$ cat config.mk
export PLATFORM = sky130hd
export DESIGN_NAME = cubic_bezier_timing_curve
export DESIGN_NICKNAME = d
export VERILOG_FILES = /design/src/rtl/cbtc_pkg.sv /design/src/rtl/cbtc_ctrl.sv /design/src/rtl/cbtc_dp.sv /design/src/rtl/cubic_bezier_timing_curve.sv
export SDC_FILE = /design/constraint.sdc
export NUM_CORES = 2
export LEC_CHECK = 0
export ABC_AREA = 1
export BUFFER_PORTS_ARGS = -buffer_cell sky130_fd_sc_hd__buf_4
export CORE_MARGIN = 2
export CORE_UTILIZATION = 51
export DETAILED_ROUTE_END_ITERATION = 8
export HOLD_SLACK_MARGIN = 0.12
export PLACE_DENSITY = 0.65
export REMOVE_ABC_BUFFERS = 1
export SYNTH_ARGS = -nofsm -noshare
export SYNTH_HDL_FRONTEND = slang
export SYNTH_SLANG_ARGS = --single-unit
$ cat constraint.sdc
create_clock -name clk -period 10.3 [get_ports clk]
set_input_delay 0.515 -clock clk [delete_from_list [all_inputs] [get_ports clk]]
set_output_delay 0.515 -clock clk [all_outputs]
set_load 0.01 [all_outputs]
$ cat src/rtl/cbtc_pkg.sv
package cbtc_pkg;

  // Number formats: every value carries FRAC_BITS fraction bits.
  localparam int FRAC_BITS    = 16;
  localparam int BISECT_STEPS = 16;

  localparam int X_W       = 17;  // unsigned Q1.16: progress, x control points, s
  localparam int Y_W       = 19;  // signed Q3.16: y control points, eased
  localparam int CFG_IDX_W = 4;
  localparam int MUL_W     = 20;  // signed multiplier operand
  localparam int PROD_W    = 2 * MUL_W;
  localparam int TERM_W    = 22;  // floor(3*a*p / one) fits here
  localparam int SUM_W     = TERM_W + 1;
  localparam int STEP_W    = $clog2(BISECT_STEPS + 1);
  localparam int PHASE_W   = 3;

  localparam logic [X_W-1:0] ONE = X_W'(1) << FRAC_BITS;
  localparam logic [PHASE_W-1:0] PHASE_LAST = PHASE_W'(7);

  // Register indexes of the configuration port.
  localparam logic [CFG_IDX_W-1:0] REG_X1 = CFG_IDX_W'(0);
  localparam logic [CFG_IDX_W-1:0] REG_Y1 = CFG_IDX_W'(1);
  localparam logic [CFG_IDX_W-1:0] REG_X2 = CFG_IDX_W'(2);
  localparam logic [CFG_IDX_W-1:0] REG_Y2 = CFG_IDX_W'(3);

  // Register reset values.
  localparam logic [X_W-1:0] RST_X1 = X_W'(16384);
  localparam logic [Y_W-1:0] RST_Y1 = Y_W'(6554);
  localparam logic [X_W-1:0] RST_X2 = X_W'(16384);
  localparam logic [Y_W-1:0] RST_Y2 = Y_W'(65536);

  // Products of one curve evaluation, in issue order.
  typedef enum logic [PHASE_W-1:0] {
    OP_UU = 3'd0,  // (1-s)^2
    OP_SS = 3'd1,  // s^2
    OP_A  = 3'd2,  // (1-s)^2 s
    OP_B  = 3'd3,  // (1-s) s^2
    OP_C  = 3'd4,  // s^3
    OP_T1 = 3'd5,  // 3a * p1
    OP_T2 = 3'd6   // 3b * p2
  } op_t;

  typedef enum logic [1:0] {
    S_IDLE,
    S_EVAL,
    S_DECIDE
  } state_t;

  typedef struct packed {
    logic start;       // load progress and reset the search interval
    logic issue;       // start a product on the multiplier
    op_t  op;          // which product
    logic final_eval;  // evaluate By at the lower bound
    logic decide;      // move one bound of the interval
    logic out_load;    // load the result register
  } cmd_t;

  typedef struct packed {
    logic out_blocked;  // result register holds an untaken result
  } sts_t;

endpackage

$ cat src/rtl/cbtc_ctrl.sv
module cbtc_ctrl (
  input  logic          clk,
  input  logic          rst,
  input  logic          in_valid,
  output logic          in_ready,
  input  cbtc_pkg::sts_t sts,
  output cbtc_pkg::cmd_t cmd
);

  cbtc_pkg::state_t state;
  cbtc_pkg::state_t state_next;
  logic [cbtc_pkg::PHASE_W-1:0] phase;
  logic [cbtc_pkg::STEP_W-1:0]  step;
  logic                         final_eval;

  // Next state.
  always_comb begin
    state_next = state;
    case (state)
      cbtc_pkg::S_IDLE: begin
        if (in_valid) state_next = cbtc_pkg::S_EVAL;
      end
      cbtc_pkg::S_EVAL: begin
        if (phase == cbtc_pkg::PHASE_LAST) state_next = cbtc_pkg::S_DECIDE;
      end
      cbtc_pkg::S_DECIDE: begin
        if (!final_eval) begin
          state_next = cbtc_pkg::S_EVAL;
        end else if (!sts.out_blocked) begin
          state_next = cbtc_pkg::S_IDLE;
        end
      end
      default: state_next = cbtc_pkg::S_IDLE;
    endcase
  end

  // Commands to the datapath.
  always_comb begin
    in_ready       = (state == cbtc_pkg::S_IDLE);
    cmd.start      = (state == cbtc_pkg::S_IDLE) && in_valid;
    cmd.issue      = (state == cbtc_pkg::S_EVAL) && (phase != cbtc_pkg::PHASE_LAST);
    cmd.op         = cbtc_pkg::op_t'(phase);
    cmd.final_eval = final_eval;
    cmd.decide     = (state == cbtc_pkg::S_DECIDE) && !final_eval;
    cmd.out_load   = (state == cbtc_pkg::S_DECIDE) && final_eval && !sts.out_blocked;
  end

  // State, phase within one evaluation, and bisection step count.
  always_ff @(posedge clk) begin
    if (rst) begin
      state      <= cbtc_pkg::S_IDLE;
      phase      <= '0;
      step       <= '0;
      final_eval <= 1'b0;
    end else begin
      state <= state_next;
      if (state == cbtc_pkg::S_EVAL) begin
        phase <= phase + 1'b1;
      end else begin
        phase <= '0;
      end
      if (cmd.start) begin
        step       <= '0;
        final_eval <= 1'b0;
      end else if (cmd.decide) begin
        if (step == cbtc_pkg::STEP_W'(cbtc_pkg::BISECT_STEPS - 1)) begin
          final_eval <= 1'b1;
        end
        step <= step + 1'b1;
      end
    end
  end

endmodule

$ cat src/rtl/cbtc_dp.sv
module cbtc_dp (
  input  logic                            clk,
  input  logic                            rst,
  input  cbtc_pkg::cmd_t                  cmd,
  output cbtc_pkg::sts_t                  sts,
  input  logic                            cfg_we,
  input  logic [cbtc_pkg::CFG_IDX_W-1:0]  cfg_index,
  input  logic [cbtc_pkg::Y_W-1:0]        cfg_data,
  input  logic [cbtc_pkg::X_W-1:0]        progress,
  output logic                            out_valid,
  input  logic                            out_ready,
  output logic signed [cbtc_pkg::Y_W-1:0] eased
);

  logic [cbtc_pkg::X_W-1:0] x1;
  logic [cbtc_pkg::X_W-1:0] x2;
  logic [cbtc_pkg::Y_W-1:0] y1;
  logic [cbtc_pkg::Y_W-1:0] y2;

  logic [cbtc_pkg::X_W-1:0] t;
  logic [cbtc_pkg::X_W-1:0] lo;
  logic [cbtc_pkg::X_W-1:0] hi;
  logic [cbtc_pkg::X_W:0]   lo_hi_sum;
  logic [cbtc_pkg::X_W-1:0] mid;
  logic [cbtc_pkg::X_W-1:0] s;
  logic [cbtc_pkg::X_W-1:0] u;

  logic [cbtc_pkg::X_W-1:0] uu;
  logic [cbtc_pkg::X_W-1:0] ss;
  logic [cbtc_pkg::X_W-1:0] a;
  logic [cbtc_pkg::X_W-1:0] b;
  logic [cbtc_pkg::X_W-1:0] c;
  logic [cbtc_pkg::X_W:0]   a3;
  logic [cbtc_pkg::X_W:0]   b3;
  logic signed [cbtc_pkg::TERM_W-1:0] t1;
  logic signed [cbtc_pkg::TERM_W-1:0] t2;

  logic signed [cbtc_pkg::Y_W-1:0]    p1;
  logic signed [cbtc_pkg::Y_W-1:0]    p2;
  logic signed [cbtc_pkg::MUL_W-1:0]  op_a;
  logic signed [cbtc_pkg::MUL_W-1:0]  op_b;
  logic signed [cbtc_pkg::PROD_W-1:0] prod;
  logic signed [cbtc_pkg::PROD_W-1:0] prod_sh;
  logic                               prod_vld;
  cbtc_pkg::op_t                      prod_op;

  logic signed [cbtc_pkg::SUM_W-1:0] bsum;
  logic                              below;
  logic                              fits;
  logic [cbtc_pkg::Y_W-1:0]          sat;

  // Configuration registers; x values keep their low 17 bits.
  always_ff @(posedge clk) begin
    if (rst) begin
      x1 <= cbtc_pkg::RST_X1;
      y1 <= cbtc_pkg::RST_Y1;
      x2 <= cbtc_pkg::RST_X2;
      y2 <= cbtc_pkg::RST_Y2;
    end else if (cfg_we) begin
      case (cfg_index)
        cbtc_pkg::REG_X1: x1 <= cfg_data[cbtc_pkg::X_W-1:0];
        cbtc_pkg::REG_Y1: y1 <= cfg_data;
        cbtc_pkg::REG_X2: x2 <= cfg_data[cbtc_pkg::X_W-1:0];
        cbtc_pkg::REG_Y2: y2 <= cfg_data;
        default: ;
      endcase
    end
  end

  // Curve parameter: the interval midpoint while searching, the lower bound at the end.
  assign lo_hi_sum = {1'b0, lo} + {1'b0, hi};
  assign mid       = lo_hi_sum[cbtc_pkg::X_W:1];
  assign s         = cmd.final_eval ? lo : mid;
  assign u         = cbtc_pkg::ONE - s;
  assign a3        = {a, 1'b0} + {1'b0, a};
  assign b3        = {b, 1'b0} + {1'b0, b};

  // Control point weights: x zero-extended while searching, y for the final value.
  assign p1 = cmd.final_eval ? $signed(y1) : $signed({2'b00, x1});
  assign p2 = cmd.final_eval ? $signed(y2) : $signed({2'b00, x2});

  // Operand selection for the shared multiplier.
  always_comb begin
    op_a = '0;
    op_b = '0;
    case (cmd.op)
      cbtc_pkg::OP_UU: begin
        op_a = $signed({3'b000, u});
        op_b = $signed({3'b000, u});
      end
      cbtc_pkg::OP_SS: begin
        op_a = $signed({3'b000, s});
        op_b = $signed({3'b000, s});
      end
      cbtc_pkg::OP_A: begin
        op_a = $signed({3'b000, uu});
        op_b = $signed({3'b000, s});
      end
      cbtc_pkg::OP_B: begin
        op_a = $signed({3'b000, u});
        op_b = $signed({3'b000, ss});
      end
      cbtc_pkg::OP_C: begin
        op_a = $signed({3'b000, ss});
        op_b = $signed({3'b000, s});
      end
      cbtc_pkg::OP_T1: begin
        op_a = $signed({2'b00, a3});
        op_b = {p1[cbtc_pkg::Y_W-1], p1};
      end
      cbtc_pkg::OP_T2: begin
        op_a = $signed({2'b00, b3});
        op_b = {p2[cbtc_pkg::Y_W-1], p2};
      end
      default: begin
        op_a = '0;
        op_b = '0;
      end
    endcase
  end

  // Multiplier with a registered product; the op tag travels alongside.
  always_ff @(posedge clk) begin
    if (rst) begin
      prod_vld <= 1'b0;
    end else begin
      prod_vld <= cmd.issue;
    end
    prod    <= op_a * op_b;
    prod_op <= cmd.op;
  end

  // Floor division by one is an arithmetic shift.
  assign prod_sh = prod >>> cbtc_pkg::FRAC_BITS;

  // Write back each product to its term register.
  always_ff @(posedge clk) begin
    if (prod_vld) begin
      case (prod_op)
        cbtc_pkg::OP_UU: uu <= prod_sh[cbtc_pkg::X_W-1:0];
        cbtc_pkg::OP_SS: ss <= prod_sh[cbtc_pkg::X_W-1:0];
        cbtc_pkg::OP_A:  a  <= prod_sh[cbtc_pkg::X_W-1:0];
        cbtc_pkg::OP_B:  b  <= prod_sh[cbtc_pkg::X_W-1:0];
        cbtc_pkg::OP_C:  c  <= prod_sh[cbtc_pkg::X_W-1:0];
        cbtc_pkg::OP_T1: t1 <= prod_sh[cbtc_pkg::TERM_W-1:0];
        cbtc_pkg::OP_T2: t2 <= prod_sh[cbtc_pkg::TERM_W-1:0];
        default: ;
      endcase
    end
  end

  // Curve value and comparison with progress.
  assign bsum  = {t1[cbtc_pkg::TERM_W-1], t1} + {t2[cbtc_pkg::TERM_W-1], t2}
               + $signed({{(cbtc_pkg::SUM_W - cbtc_pkg::X_W){1'b0}}, c});
  assign below = bsum < $signed({{(cbtc_pkg::SUM_W - cbtc_pkg::X_W){1'b0}}, t});

  // Saturate to the signed Q3.16 range.
  assign fits = (bsum[cbtc_pkg::SUM_W-1:cbtc_pkg::Y_W-1] == '0)
             || (bsum[cbtc_pkg::SUM_W-1:cbtc_pkg::Y_W-1] == '1);
  always_comb begin
    if (fits) begin
      sat = bsum[cbtc_pkg::Y_W-1:0];
    end else if (bsum[cbtc_pkg::SUM_W-1]) begin
      sat = {1'b1, {(cbtc_pkg::Y_W - 1){1'b0}}};
    end else begin
      sat = {1'b0, {(cbtc_pkg::Y_W - 1){1'b1}}};
    end
  end

  // Search interval.
  always_ff @(posedge clk) begin
    if (cmd.start) begin
      t  <= progress;
      lo <= '0;
      hi <= cbtc_pkg::ONE;
    end else if (cmd.decide) begin
      if (below) begin
        lo <= mid;
      end else begin
        hi <= mid;
      end
    end
  end

  // Result register.
  always_ff @(posedge clk) begin
    if (rst) begin
      out_valid <= 1'b0;
    end else if (cmd.out_load) begin
      out_valid <= 1'b1;
    end else if (out_ready) begin
      out_valid <= 1'b0;
    end
  end

  always_ff @(posedge clk) begin
    if (cmd.out_load) eased <= $signed(sat);
  end

  assign sts.out_blocked = out_valid && !out_ready;

endmodule

$ cat src/rtl/cubic_bezier_timing_curve.sv
// Cubic Bezier easing curve: takes progress t (unsigned Q1.16) and returns the eased value
// By(s) as signed Q3.16, saturated, where s is found by 16 halvings of [0,1] against Bx(s).
// Each curve evaluation runs seven products through one shared multiplier and ends with the
// bound update; an item makes 16 search evaluations plus one final evaluation, which loads
// the result register instead. The next input is taken only after that load, and the load
// waits while the output register still holds an untaken result. A finished result waits in
// an output register, and a new item is accepted meanwhile. The four control point registers
// are written through the configuration port; indexes beyond the list are ignored.
module cubic_bezier_timing_curve (
  input  logic                            clk,
  input  logic                            rst,
  input  logic                            in_valid,
  output logic                            in_ready,
  input  logic [cbtc_pkg::X_W-1:0]        progress,
  output logic                            out_valid,
  input  logic                            out_ready,
  output logic signed [cbtc_pkg::Y_W-1:0] eased,
  input  logic                            cfg_valid,
  output logic                            cfg_ready,
  input  logic [cbtc_pkg::CFG_IDX_W-1:0]  cfg_index,
  input  logic [cbtc_pkg::Y_W-1:0]        cfg_data
);

  cbtc_pkg::cmd_t cmd;
  cbtc_pkg::sts_t sts;

  assign cfg_ready = 1'b1;

  cbtc_ctrl u_ctrl (
    .clk      (clk),
    .rst      (rst),
    .in_valid (in_valid),
    .in_ready (in_ready),
    .sts      (sts),
    .cmd      (cmd)
  );

  cbtc_dp u_dp (
    .clk       (clk),
    .rst       (rst),
    .cmd       (cmd),
    .sts       (sts),
    .cfg_we    (cfg_valid && cfg_ready),
    .cfg_index (cfg_index),
    .cfg_data  (cfg_data),
    .progress  (progress),
    .out_valid (out_valid),
    .out_ready (out_ready),
    .eased     (eased)
  );

  // The block is busy right after an input transaction.
  a_busy_after_accept: assert property (@(posedge clk) disable iff (rst)
    in_valid && in_ready |=> !in_ready)
    else $error("input accepted again directly after a transaction");

  // A new result never overwrites one that has not been taken.
  a_no_overwrite: assert property (@(posedge clk) disable iff (rst)
    cmd.out_load |-> !(out_valid && !out_ready))
    else $error("result register loaded while holding an untaken result");

  // Datapath commands are mutually exclusive.
  a_cmd_exclusive: assert property (@(posedge clk) disable iff (rst)
    $onehot0({cmd.start, cmd.issue, cmd.decide, cmd.out_load}))
    else $error("conflicting datapath commands");

  // The datapath issues no product and moves no bound while the block waits for input.
  a_idle_quiet: assert property (@(posedge clk) disable iff (rst)
    in_ready |-> !cmd.issue && !cmd.decide)
    else $error("datapath active while idle");

endmodule
==> results.cfg <==
[job]
cap_viol_max_count = 0

[run_status]
outcome = completed

[synth]
synth_edf_count = 165
synth.yosys.seq_area_share_pct = 25.8
yosysTopAreaCell = fa_1
yosys_warnings = 0
synthArstFlopShare_pct = 0
postSynthCellCount = 3718
synth_cell_types = 58
synth_top_area_share_pct = 24.3
ys_ff_latch = 309
ys.flop_type = edfxtp_1
ys_top_cells_by_area = fa_1 24%, edfxtp_1 16%, nand2_1 9.7%, dfxtp_1 9.5%, inv_1 9.2%
synth.avg_cell_area_sq_um = 8.17
syn_area_sq_mm = 0.0304

[sta]
maxSlewViolCount = 0
fin_crit_ps = 8770
final.setup.tns_ps = 0
finClkSkew_ps = 30.5
slew_headroom_pct = 26.9
fin_crit_sh_pct = 85.1
rsz0062_at_grt = no
worstMarginPinSlew_ps = 1090
timing.fmax_mhz = 114
hold_viol_final = 0
setup_viol = 0

[floorplan]
core_area_sq_mm = 0.0589
die_y_microns = 248
rows = 89
io_pins = 67
dieArea_sq_mm = 0.0615
start_util_pct = 51.6
die_w_microns = 248

[setup_path]
critPathMostFrequentCell = inv_1
crit_end = u_dp.prod[36]
critPathLaunch = u_dp.lo[0]
cp-end-kind = flip-flop
critPathMaxFanout = 14
timing.rr.end = u_dp.prod[36]
critPathSlowestCell = fa_1
worstPathRequired_ps = 10720
worstPathArrival_ps = 9190
worstSetupPathType = flip-flop to flip-flop
crit_path_max_incr_delay_ps = 740
r2r_setup_slack_ps = 1530
reg2reg_depth = 34
r2r_start = u_dp.lo[0]
startpoint_type = flip-flop

[clock_network]
cts_setup_buffers = 0
cts_tree = built
clock_latency_ps = 540
cts-root-buf = clkbuf_16
cts_inserted_buffers = 35
cts_max_level = 2
cts_hold_buffers = 0
cts.sinks = 309
clkTransAtPathRegs_ps = 60
clock_path_buffers = 3
cts-resized-gates = 0

[cells_and_area]
final_area_sq_mm = 0.0327
n_fill_cell = 5575
fin_nets = 4357
n_antenna_cell = 0
layout-drive-gt1-share_pct = 6.55
area_growth_pct = 7.58

[drt]
viasPerCell = 5.35
antenna_left = 0
routed-via-count = 24300
wl_per_cell_microns = 18.6
drt_wl_total_microns = 84400
drtPass1Iterations = 8
route.detailed.drc = 0
drt-initial-drc-count = 2205

[global_route]
grt_pass1_vias = 24400
grt_antenna_before_repair = 0
grt_util_all_layers_pct = 28.4
grt_pass1_wl_microns = 135000
grt_max_degree = 74
grt_overflow = 0

[placement]
io_buffers = 65
post-dp-hpwl_microns = 67400
gp_congestion = 0.995
dpl-instance-area_sq_mm = 0.0315

[hold_path]
min_path_type = primary input to flip-flop
==> flip-flops by register name, summed over array words and instances (netlist names), 2 cells and up <==
register / cells
u_ctrl.phase: 3
u_ctrl.state: 2
u_ctrl.step: 5
u_dp.a: 17
u_dp.b: 17
u_dp.c: 17
u_dp.eased: 19
u_dp.hi: 17
u_dp.lo: 17
u_dp.prod: 22
u_dp.prod_op: 3
u_dp.ss: 17
u_dp.t: 17
u_dp.t1: 22
u_dp.t2: 22
u_dp.uu: 17
u_dp.x1: 17
u_dp.x2: 17
u_dp.y1: 19
u_dp.y2: 19
==> cells in the final DEF, fill, tap and decap left out, drive strengths merged, types with 32 or more instances in the layout <==
cell type	count
ha	196
nand2	821
nand3	165
a21oi	249
nor2	337
inv	761
edfxtp	165
fa	369
xor2	32
dfxtp	144
buf	88
o21ai	161
clkbuf	40
==> stage by stage <==
step | hold WS, ps | utilization, % | setup WS, ps | std cells
after global routing | 136 | 55.5 | 957 | 4545
after detailed placement | 384 | 53.5 | 1560 | 4483
after CTS | 126 | 55.5 | 1550 | 4545
final | 156 | 55.5 | 1530 | 4545
after floorplan | 371 | - | 2040 | 3622
after global placement | 379 | 53.5 | 1610 | 4483
==> logic make-up after synthesis <==
| group | after synthesis | share of synthesized area (%) |
|---|---|---|
| xor+xnor | 56 | 1.68 |
| fa+ha+maj | 565 | 32.4 |
| flops | 309 | 25.8 |
| simple gates | 1420 | 19.8 |
| compound gates | 505 | 9.25 |
| other cells | 1 | 0.0123 |
| buf+inv | 862 | 11.1 |
==> how the worst min path moves through the flow <==
stage,startpoint,to,slack (ps),depth (start not counted)
after global placement,u_ctrl.phase[1],u_dp.prod_op[1],380,0
after CTS,progress[16],u_dp.t[16],130,1
after detailed placement,u_ctrl.phase[1],u_dp.prod_op[1],380,0
after floorplan,u_ctrl.phase[1],u_dp.prod_op[1],370,0
final,progress[16],u_dp.t[16],160,1
after global routing,progress[15],u_dp.t[15],140,1
==> final cells by class <==
class | count | area, sq um | area share [%]
clock buffers | 40 | 895 | 2.74
clock inverters | 22 | 263 | 0.804
inverters | 766 | 2880 | 8.80
multi-input cells | 2547 | 19200 | 58.7
flip-flops and latches | 309 | 7840 | 24.0
well taps | 773 | 967 | 2.96
repair buffers | 88 | 661 | 2.02
==> Yosys cell counts (11+ instances only) <==
| library cell | n |
|---|---|
| a21oi_1 | 249 |
| a31oi_1 | 11 |
| and2_1 | 20 |
| buf_2 | 27 |
| clkbuf_1 | 46 |
| dfxtp_1 | 144 |
| edfxtp_1 | 165 |
| fa_1 | 369 |
| ha_1 | 196 |
| inv_1 | 746 |
| inv_2 | 15 |
| nand2_1 | 786 |
| nand2_2 | 33 |
| nand3_1 | 148 |
| nand3_2 | 16 |
| nand4_1 | 23 |
| nor2_1 | 327 |
| nor3_1 | 25 |
| o2111ai_1 | 17 |
| o211ai_1 | 12 |
| o21ai_0 | 154 |
| or2_2 | 14 |
| xnor2_1 | 24 |
| xor2_1 | 31 |
==> metal layers <==
layer	part of all wire, %	global-route usage, %	up-vias
met5	0	0	-
met4	4.4	11.2	0
met3	6.6	3.70	199
met2	45	46.0	787
met1	44	38.8	11700
li1	-	-	11700
==> worst max-delay path, delay by kind of cell, from the launching register on <==
kind | cells | cell delay (ps)
AO/OA/AOI/OAI | 5 | 1420
flip-flops | 1 | 340
adder cells (fa/ha/maj) | 9 | 4320
buffers and inverters | 10 | 1160
XOR/XNOR | 1 | 160
AND/OR/NAND/NOR | 9 | 1250
Power is left out: the tool's default activity adds up to more than one toggle a clock period on the data nets, which glitch-free logic cannot reach.
